<file path="config.mk">
export PLATFORM = sky130hd
export DESIGN_NAME = scaled_cubic_horner_eval
export DESIGN_NICKNAME = d
export VERILOG_FILES = /design/src/rtl/core/shce_pkg.sv /design/src/rtl/core/shce_step.sv /design/src/rtl/core/scaled_cubic_horner_eval.sv
export SDC_FILE = /design/constraint.sdc
export NUM_CORES = 2
export LEC_CHECK = 0
export BUFFER_PORTS_ARGS = -buffer_cell sky130_fd_sc_hd__buf_2
export CORE_ASPECT_RATIO = 1.5
export CORE_UTILIZATION = 40
export DETAILED_ROUTE_END_ITERATION = 6
export PLACE_DENSITY = 0.61
export SYNTH_ARGS = -nofsm -noshare
export SYNTH_HDL_FRONTEND = slang
export SYNTH_HIERARCHICAL = 1
export SYNTH_SLANG_ARGS = --single-unit
</file>
<file path="constraint.sdc">
create_clock -name i_clk -period 13.1 [get_ports i_clk]
set_clock_uncertainty 0.1 [all_clocks]
set_input_delay 2.62 -clock i_clk [delete_from_list [all_inputs] [get_ports i_clk]]
set_output_delay 2.62 -clock i_clk [all_outputs]
set_load 0.02 [all_outputs]
</file>
<file path="src/rtl/core/shce_pkg.sv">
`timescale 1ns / 1ps
`default_nettype none

package shce_pkg;

    localparam int ORDER_BITS = 2;
    localparam int LEVEL_BITS = 16;
    // extra integer bits carried by the Horner accumulator above the coefficient width
    localparam int H_GUARD    = 4;

    // a stage register takes new data when it is empty or its content moves on
    function automatic logic stage_load(input logic valid, input logic next_load);
        return !valid || next_load;
    endfunction

endpackage

`default_nettype wire

</file>
<file path="src/rtl/core/shce_step.sv">
`timescale 1ns / 1ps
`default_nettype none

module shce_step #(
    parameter int H_W    = 20,
    parameter int X_W    = 13,
    parameter int SIDE_W = 1
) (
    input  wire logic                    i_clk,
    input  wire logic                    i_rst_n,
    input  wire logic                    i_valid,
    output logic                         o_ready,
    input  wire logic signed [H_W-1:0]   i_h,
    input  wire logic signed [H_W-1:0]   i_c,
    input  wire logic [X_W-1:0]          i_x,
    input  wire logic [SIDE_W-1:0]       i_side,
    output logic                         o_valid,
    input  wire logic                    i_ready,
    output logic signed [H_W-1:0]        o_h,
    output logic [SIDE_W-1:0]            o_side
);
    import shce_pkg::*;

    localparam int P_W = H_W + X_W + 1;
    localparam int S_W = P_W + 1;
    localparam logic signed [S_W-1:0] LIM_POS = {{(S_W-H_W+1){1'b0}}, {(H_W-1){1'b1}}};
    localparam logic signed [S_W-1:0] LIM_NEG = -LIM_POS;

    logic                    r_va;
    logic                    r_vb;
    logic signed [P_W-1:0]   r_prod;
    logic signed [H_W-1:0]   r_ca;
    logic [SIDE_W-1:0]       r_side_a;
    logic signed [H_W-1:0]   r_h;
    logic [SIDE_W-1:0]       r_side_b;

    logic signed [P_W-1:0]   n_prod;
    logic signed [S_W-1:0]   sum;
    logic signed [H_W-1:0]   n_h;
    logic                    en_a;
    logic                    en_b;

    assign en_b    = stage_load(r_vb, i_ready);
    assign en_a    = stage_load(r_va, en_b);
    assign o_ready = en_a;
    assign o_valid = r_vb;
    assign o_h     = r_h;
    assign o_side  = r_side_b;

    always_comb begin
        n_prod = P_W'(i_h) * P_W'($signed({1'b0, i_x}));
        sum    = S_W'(r_prod) + S_W'(r_ca);
        // clip far outside the useful range; sign and size still force the same rail
        if (sum > LIM_POS) begin
            n_h = H_W'(LIM_POS);
        end else if (sum < LIM_NEG) begin
            n_h = H_W'(LIM_NEG);
        end else begin
            n_h = H_W'(sum);
        end
    end

    always_ff @(posedge i_clk) begin
        if (!i_rst_n) begin
            r_va <= 1'b0;
            r_vb <= 1'b0;
        end else begin
            if (en_a) begin
                r_va <= i_valid;
            end
            if (en_b) begin
                r_vb <= r_va;
            end
        end
    end

    always_ff @(posedge i_clk) begin
        if (en_a) begin
            r_prod   <= n_prod;
            r_ca     <= i_c;
            r_side_a <= i_side;
        end
        if (en_b) begin
            r_h      <= n_h;
            r_side_b <= r_side_a;
        end
    end

endmodule

`default_nettype wire

</file>
<file path="src/rtl/core/scaled_cubic_horner_eval.sv">
`timescale 1ns / 1ps
`default_nettype none

// Cubic segment evaluator: level = round(clamp(y, 0, 1) * (2^COEF_BITS - 1)) with
// y = base/B + (2*c1*x + c2*x^2 + 0.5*c3*x^3) / S, terms above the segment order
// dropped. Fully pipelined: one transaction accepted per cycle while the output
// side keeps up. The pipeline is three registered multiplies by the position (two
// Horner steps plus the final product), each followed by a saturating add or the
// rounding/clamp stage. Back-pressure only fills empty stages; nothing is dropped
// or repeated.
module scaled_cubic_horner_eval #(
    parameter int COEF_BITS = 16,
    parameter int MAX_ORDER = 3,
    parameter int POS_BITS  = 13
) (
    input  wire logic                                   i_clk,
    input  wire logic                                   i_rst_n,
    input  wire logic                                   i_valid,
    output logic                                        o_ready,
    input  wire logic [shce_pkg::ORDER_BITS-1:0]        i_order,
    input  wire logic [COEF_BITS-1:0]                   i_base_coef,
    input  wire logic signed [COEF_BITS-1:0]            i_coef_linear,
    input  wire logic signed [COEF_BITS-1:0]            i_coef_square,
    input  wire logic signed [COEF_BITS-1:0]            i_coef_cube,
    input  wire logic [POS_BITS-1:0]                    i_x_pos,
    output logic                                        o_valid,
    input  wire logic                                   i_ready,
    output logic [shce_pkg::LEVEL_BITS-1:0]             o_level
);
    import shce_pkg::*;

    localparam int H_W     = COEF_BITS + H_GUARD;
    localparam int P_W     = H_W + POS_BITS + 1;
    localparam int L_W     = COEF_BITS + 3;
    localparam int SIDE0_W = H_W + COEF_BITS + POS_BITS;
    localparam int SIDE1_W = COEF_BITS + POS_BITS;
    localparam logic [ORDER_BITS-1:0] ORD_MAX = ORDER_BITS'(MAX_ORDER);
    localparam logic signed [P_W-1:0] TWO_S   = P_W'((1 << COEF_BITS) - 2);
    localparam logic signed [P_W-1:0] S_VAL   = P_W'((1 << (COEF_BITS - 1)) - 1);
    localparam logic signed [L_W-1:0] B_L     = L_W'((1 << COEF_BITS) - 1);
    localparam logic [COEF_BITS-1:0]  B_MAX   = '1;

    logic [ORDER_BITS-1:0]   ord_eff;
    logic signed [H_W-1:0]   h_init;
    logic signed [H_W-1:0]   c2x2;
    logic signed [H_W-1:0]   c1x4;
    logic [SIDE0_W-1:0]      side0_in;

    logic                    s0_valid;
    logic                    s0_ready;
    logic signed [H_W-1:0]   s0_h;
    logic [SIDE0_W-1:0]      s0_side;
    logic signed [H_W-1:0]   s0_c1x4;
    logic [COEF_BITS-1:0]    s0_base;
    logic [POS_BITS-1:0]     s0_x;

    logic                    s1_valid;
    logic signed [H_W-1:0]   s1_h;
    logic [SIDE1_W-1:0]      s1_side;
    logic [COEF_BITS-1:0]    s1_base;
    logic [POS_BITS-1:0]     s1_x;

    logic                    r_v5;
    logic signed [P_W-1:0]   r_p;
    logic [COEF_BITS-1:0]    r_base5;
    logic                    r_v6;
    logic [LEVEL_BITS-1:0]   r_level;

    logic signed [P_W-1:0]   n_p;
    logic [LEVEL_BITS-1:0]   n_level;
    logic signed [L_W-1:0]   q;
    logic signed [L_W-1:0]   t;
    logic [COEF_BITS-1:0]    lvl;
    logic                    en5;
    logic                    en6;

    // zero the coefficients above the segment order; Horner then runs all steps
    always_comb begin
        ord_eff  = (i_order > ORD_MAX) ? ORD_MAX : i_order;
        h_init   = (ord_eff >= ORDER_BITS'(3)) ? H_W'(i_coef_cube) : '0;
        c2x2     = (ord_eff >= ORDER_BITS'(2)) ? (H_W'(i_coef_square) <<< 1) : '0;
        c1x4     = (ord_eff >= ORDER_BITS'(1)) ? (H_W'(i_coef_linear) <<< 2) : '0;
        side0_in = {c1x4, i_base_coef, i_x_pos};
    end

    shce_step #(
        .H_W    (H_W),
        .X_W    (POS_BITS),
        .SIDE_W (SIDE0_W)
    ) u_step0 (
        .i_clk   (i_clk),
        .i_rst_n (i_rst_n),
        .i_valid (i_valid),
        .o_ready (o_ready),
        .i_h     (h_init),
        .i_c     (c2x2),
        .i_x     (i_x_pos),
        .i_side  (side0_in),
        .o_valid (s0_valid),
        .i_ready (s0_ready),
        .o_h     (s0_h),
        .o_side  (s0_side)
    );

    assign {s0_c1x4, s0_base, s0_x} = s0_side;

    shce_step #(
        .H_W    (H_W),
        .X_W    (POS_BITS),
        .SIDE_W (SIDE1_W)
    ) u_step1 (
        .i_clk   (i_clk),
        .i_rst_n (i_rst_n),
        .i_valid (s0_valid),
        .o_ready (s0_ready),
        .i_h     (s0_h),
        .i_c     (s0_c1x4),
        .i_x     (s0_x),
        .i_side  ({s0_base, s0_x}),
        .o_valid (s1_valid),
        .i_ready (en5),
        .o_h     (s1_h),
        .o_side  (s1_side)
    );

    assign {s1_base, s1_x} = s1_side;

    assign en6     = stage_load(r_v6, i_ready);
    assign en5     = stage_load(r_v5, en6);
    assign o_valid = r_v6;
    assign o_level = r_level;

    assign n_p = P_W'(s1_h) * P_W'($signed({1'b0, s1_x}));

    // level = base + P + round correction, since B = 2S + 1
    always_comb begin
        if (r_p < -S_VAL) begin
            q = -L_W'(1);
        end else if (r_p >= S_VAL) begin
            q = L_W'(1);
        end else begin
            q = '0;
        end
        t = $signed(L_W'(r_base5)) + L_W'(r_p) + q;
        if (r_p >= TWO_S) begin
            lvl = B_MAX;
        end else if (r_p <= -TWO_S) begin
            lvl = '0;
        end else if (t < 0) begin
            lvl = '0;
        end else if (t > B_L) begin
            lvl = B_MAX;
        end else begin
            lvl = COEF_BITS'(t);
        end
        n_level = LEVEL_BITS'(lvl);
    end

    always_ff @(posedge i_clk) begin
        if (!i_rst_n) begin
            r_v5 <= 1'b0;
            r_v6 <= 1'b0;
        end else begin
            if (en5) begin
                r_v5 <= s1_valid;
            end
            if (en6) begin
                r_v6 <= r_v5;
            end
        end
    end

    always_ff @(posedge i_clk) begin
        if (en5) begin
            r_p     <= n_p;
            r_base5 <= s1_base;
        end
        if (en6) begin
            r_level <= n_level;
        end
    end

`ifndef ASSERT_OFF
    a_ready_when_empty: assert property (@(posedge i_clk) disable iff (!i_rst_n)
        !o_valid |-> o_ready)
        else $error("input stalled while output stage empty");

    a_high_rail: assert property (@(posedge i_clk) disable iff (!i_rst_n)
        (r_v5 && en6 && (r_p >= TWO_S)) |=> (o_valid && (o_level == LEVEL_BITS'(B_MAX))))
        else $error("large positive polynomial did not reach full level");

    a_low_rail: assert property (@(posedge i_clk) disable iff (!i_rst_n)
        (r_v5 && en6 && (r_p <= -TWO_S)) |=> (o_valid && (o_level == '0)))
        else $error("large negative polynomial did not give zero level");

    a_stage_move: assert property (@(posedge i_clk) disable iff (!i_rst_n)
        (r_v5 && !en6) |=> (r_v5 && $stable(r_p)))
        else $error("product stage lost data under stall");
`endif

endmodule

`default_nettype wire
</file>
==> results.json <==
{
  "maxCapViolations": 0,
  "multi_input_area_sq_mm": 0.03186,
  "tightestPinTransition_ps": 1075,
  "synthTopCellsByCount": "884 x inv_1, 757 x fa_1, 485 x nand2_1, 429 x and2_1, 370 x edfxtp_1",
  "drtIter0Drc": 1273,
  "cts_root_buf": "clkbuf_16",
  "grt_pass1_wl_mm": 181.4,
  "design.core.area_sq_mm": 0.1162,
  "cts_buffers": 39,
  "synth_cells": 4604,
  "via_count": 31670,
  "dp_hpwl_mm": 90.83,
  "path_max_fanout": 33,
  "die_h_um": 422.0,
  "yosysWarnings": 6,
  "area_delta_synth_final_pct": 7.019,
  "yosys.cell_types.count": 100,
  "std_cell_rows": 153,
  "rsz0062_at_grt": "false",
  "cts_buffer_depth": 3,
  "grt_overflow": 0,
  "clk_latency_ps": 600,
  "grt_max_degree": 70,
  "drc": 0,
  "synth-seq-area-share": 0.2387,
  "status": "completed",
  "syn_avg_cell_area_sq_um": 10.22,
  "clk_pin_slew_worst_paths_ps": 70,
  "fp.dieArea_sq_mm": 0.1190,
  "htreeDepth": 2,
  "worstPathArrival_ps": 9720,
  "cp-start-kind": "input pin",
  "cp.required_ps": 13360,
  "cts_num_sinks": 376,
  "synth_edf_count": 370,
  "num_io_pins": 101,
  "relSlewSlack": 0.2812,
  "io_buffer_count": 100,
  "path_class": "in -> reg",
  "grt_pass1_vias": 35220,
  "hold_violations": 0,
  "cts_hold_buf": 0,
  "setup_violations": 0,
  "ys_ff_latch": 376,
  "gp_congestion": 0.8809,
  "cts_tree": "yes",
  "ys_top_cells_by_area": "fa_1 32%, edfxtp_1 24%, ha_1 8.9%, inv_1 7.1%, and2_1 5.7%",
  "vias_per_cell": 5.127,
  "fill_cells": 11280,
  "layout_min_cycle_time_ps": 9461,
  "async_reset_ff_frac": 0,
  "fp.dieW_um": 282.0,
  "cts_resized": 0,
  "max_freq_ghz": 0.1057,
  "antenna_found_initial": 13,
  "synth_area_sq_mm": 0.04704,
  "slew_viol_final": 0,
  "cts_setup_buffers": 0,
  "drt_first_pass_iters": 5,
  "cp-end-kind": "flip-flop",
  "seqCellArea_sq_mm": 0.01123,
  "grt_use_total": 0.1936,
  "post_drt_wl_per_cell_um": 17.94,
  "nNetsFinal": 5765,
  "dpl.cell_count": 6101,
  "tns_ps": 0,
  "wl_mm": 110.8,
  "synth-main-ff-cell": "edfxtp_1",
  "synth_top_cell_by_area": "fa_1",
  "drive_gt1_frac": 0.05367,
  "synth_most_common_cell": "inv_1",
  "start_util": 0.4048,
  "min_period_over_period": 0.7222,
  "ant_nets": 0,
  "instances_no_fill": 6177,
  "synth_top_area_share": 0.3222,
  "hp-class": "reg -> reg"
}
layer usage:
metal / vias up / global-route usage / wire [um]
li1: 14700 / - / -
met1: 16160 / 0.1935 / 38590
met2: 542 / 0.3936 / 64130
met3: 252 / 0.01517 / 2784
met4: 14 / 0.08614 / 5216
met5: - / 0 / 90
cell usage in the layout, fill, tap and decap left out, types with 7 or more instances in the layout:
| cell type | n |
|---|---|
| buf_4 | 12 |
| a21o_1 | 86 |
| bufinv_16 | 7 |
| buf_2 | 100 |
| o21ai_1 | 14 |
| clkbuf_16 | 39 |
| fa_1 | 757 |
| nor3_1 | 49 |
| nand2b_1 | 18 |
| and2_1 | 429 |
| o31ai_1 | 10 |
| clkinv_2 | 8 |
| and3_1 | 35 |
| nand2_1 | 482 |
| nor4_1 | 25 |
| nor2b_1 | 40 |
| inv_1 | 882 |
| xnor2_1 | 113 |
| a2bb2oi_1 | 8 |
| ha_1 | 333 |
| or3_1 | 8 |
| o21ai_2 | 14 |
| o21a_1 | 29 |
| nor2_1 | 109 |
| a211oi_1 | 21 |
| a31oi_1 | 19 |
| xor2_1 | 55 |
| o211ai_1 | 19 |
| o21ai_0 | 83 |
| o21bai_1 | 29 |
| edfxtp_1 | 370 |
| nand4_1 | 32 |
| nand3_1 | 31 |
| a21oi_1 | 161 |
| nor3b_1 | 9 |
flip-flops by register name, summed over array words and instances (netlist names), 16 cells and up:
signal,count
u_step0/o_side,49
u_step0/r_side_a,49
r_p,34
u_step0/r_prod,34
u_step1/r_prod,34
u_step1/o_side,29
u_step1/r_side_a,29
u_step0/o_h,20
u_step0/r_ca,20
u_step1/o_h,20
u_step1/r_ca,20
o_level,16
r_base5,16
final cells by class:
class,instances,share of cell area
multi-input cells,3178,0.6328
clock inverters,30,0.008102
inverters,885,0.06601
flip-flops and latches,376,0.2231
clock buffers,40,0.01946
diodes,6,0.0002982
well taps,1550,0.03852
repair buffers,112,0.01173
logic make-up after synthesis:
family / count (synthesis) / share of synthesized area
fa+ha+maj: 1090 / 0.4107
buf+inv: 1052 / 0.08466
mux: 7 / 0.001622
flops: 376 / 0.2387
xor+xnor: 168 / 0.03128
compound gates: 597 / 0.08924
other cells: 1 / 0.00007972
simple gates: 1313 / 0.1437
stage by stage:
step / hold slack (ps) / instance area, sq um / utilization / setup slack, ps
final: 301.6 / 50340 / 0.4332 / 3639
after CTS: 296.3 / 50330 / 0.4331 / 3605
after global routing: 311.9 / 50340 / 0.4332 / 3231
after detailed placement: 304.5 / 48940 / 0.4212 / 2958
after global placement: 300.1 / 48940 / 0.4212 / 3020
after floorplan: 300.3 / 47050 / - / 1834
worst paths after layout:
| check | from | to | cells past startpoint | slack, ps |
|---|---|---|---|---|
| worst min-delay path | u_step0/r_side_a[3]$_DFFE_PP_ | u_step0/o_side[3]$_DFFE_PP_ | 0 | 300 |
| worst max register to register | u_step0/o_side[2]$_DFFE_PP_ | u_step1/r_prod[33]$_DFFE_PP_ | 23 | 5350 |
| worst max-delay path | i_order[1] | u_step0/r_prod[32]$_DFFE_PP_ | 23 | 3640 |
| worst min register to register | u_step0/r_side_a[3]$_DFFE_PP_ | u_step0/o_side[3]$_DFFE_PP_ | 0 | 300 |
critical path, cell delays in order:
cell and delay [ps]:
buf_2 440, and3_1 660, and2_1 240, fa_1 420
inv_1 100, fa_1 390, inv_1 80, fa_1 430
fa_1 470, fa_1 540, inv_1 50, fa_1 520
inv_1 40, ha_1 350, o21ai_0 130, and2_1 190
o41ai_1 610, a31oi_1 360, o311ai_0 510, and3_1 250
o21a_1 110, nor2_1 40, xnor2_1 120
Power is left out: the tool's default activity adds up to more than one toggle a clock period on the data nets, which glitch-free logic cannot reach.
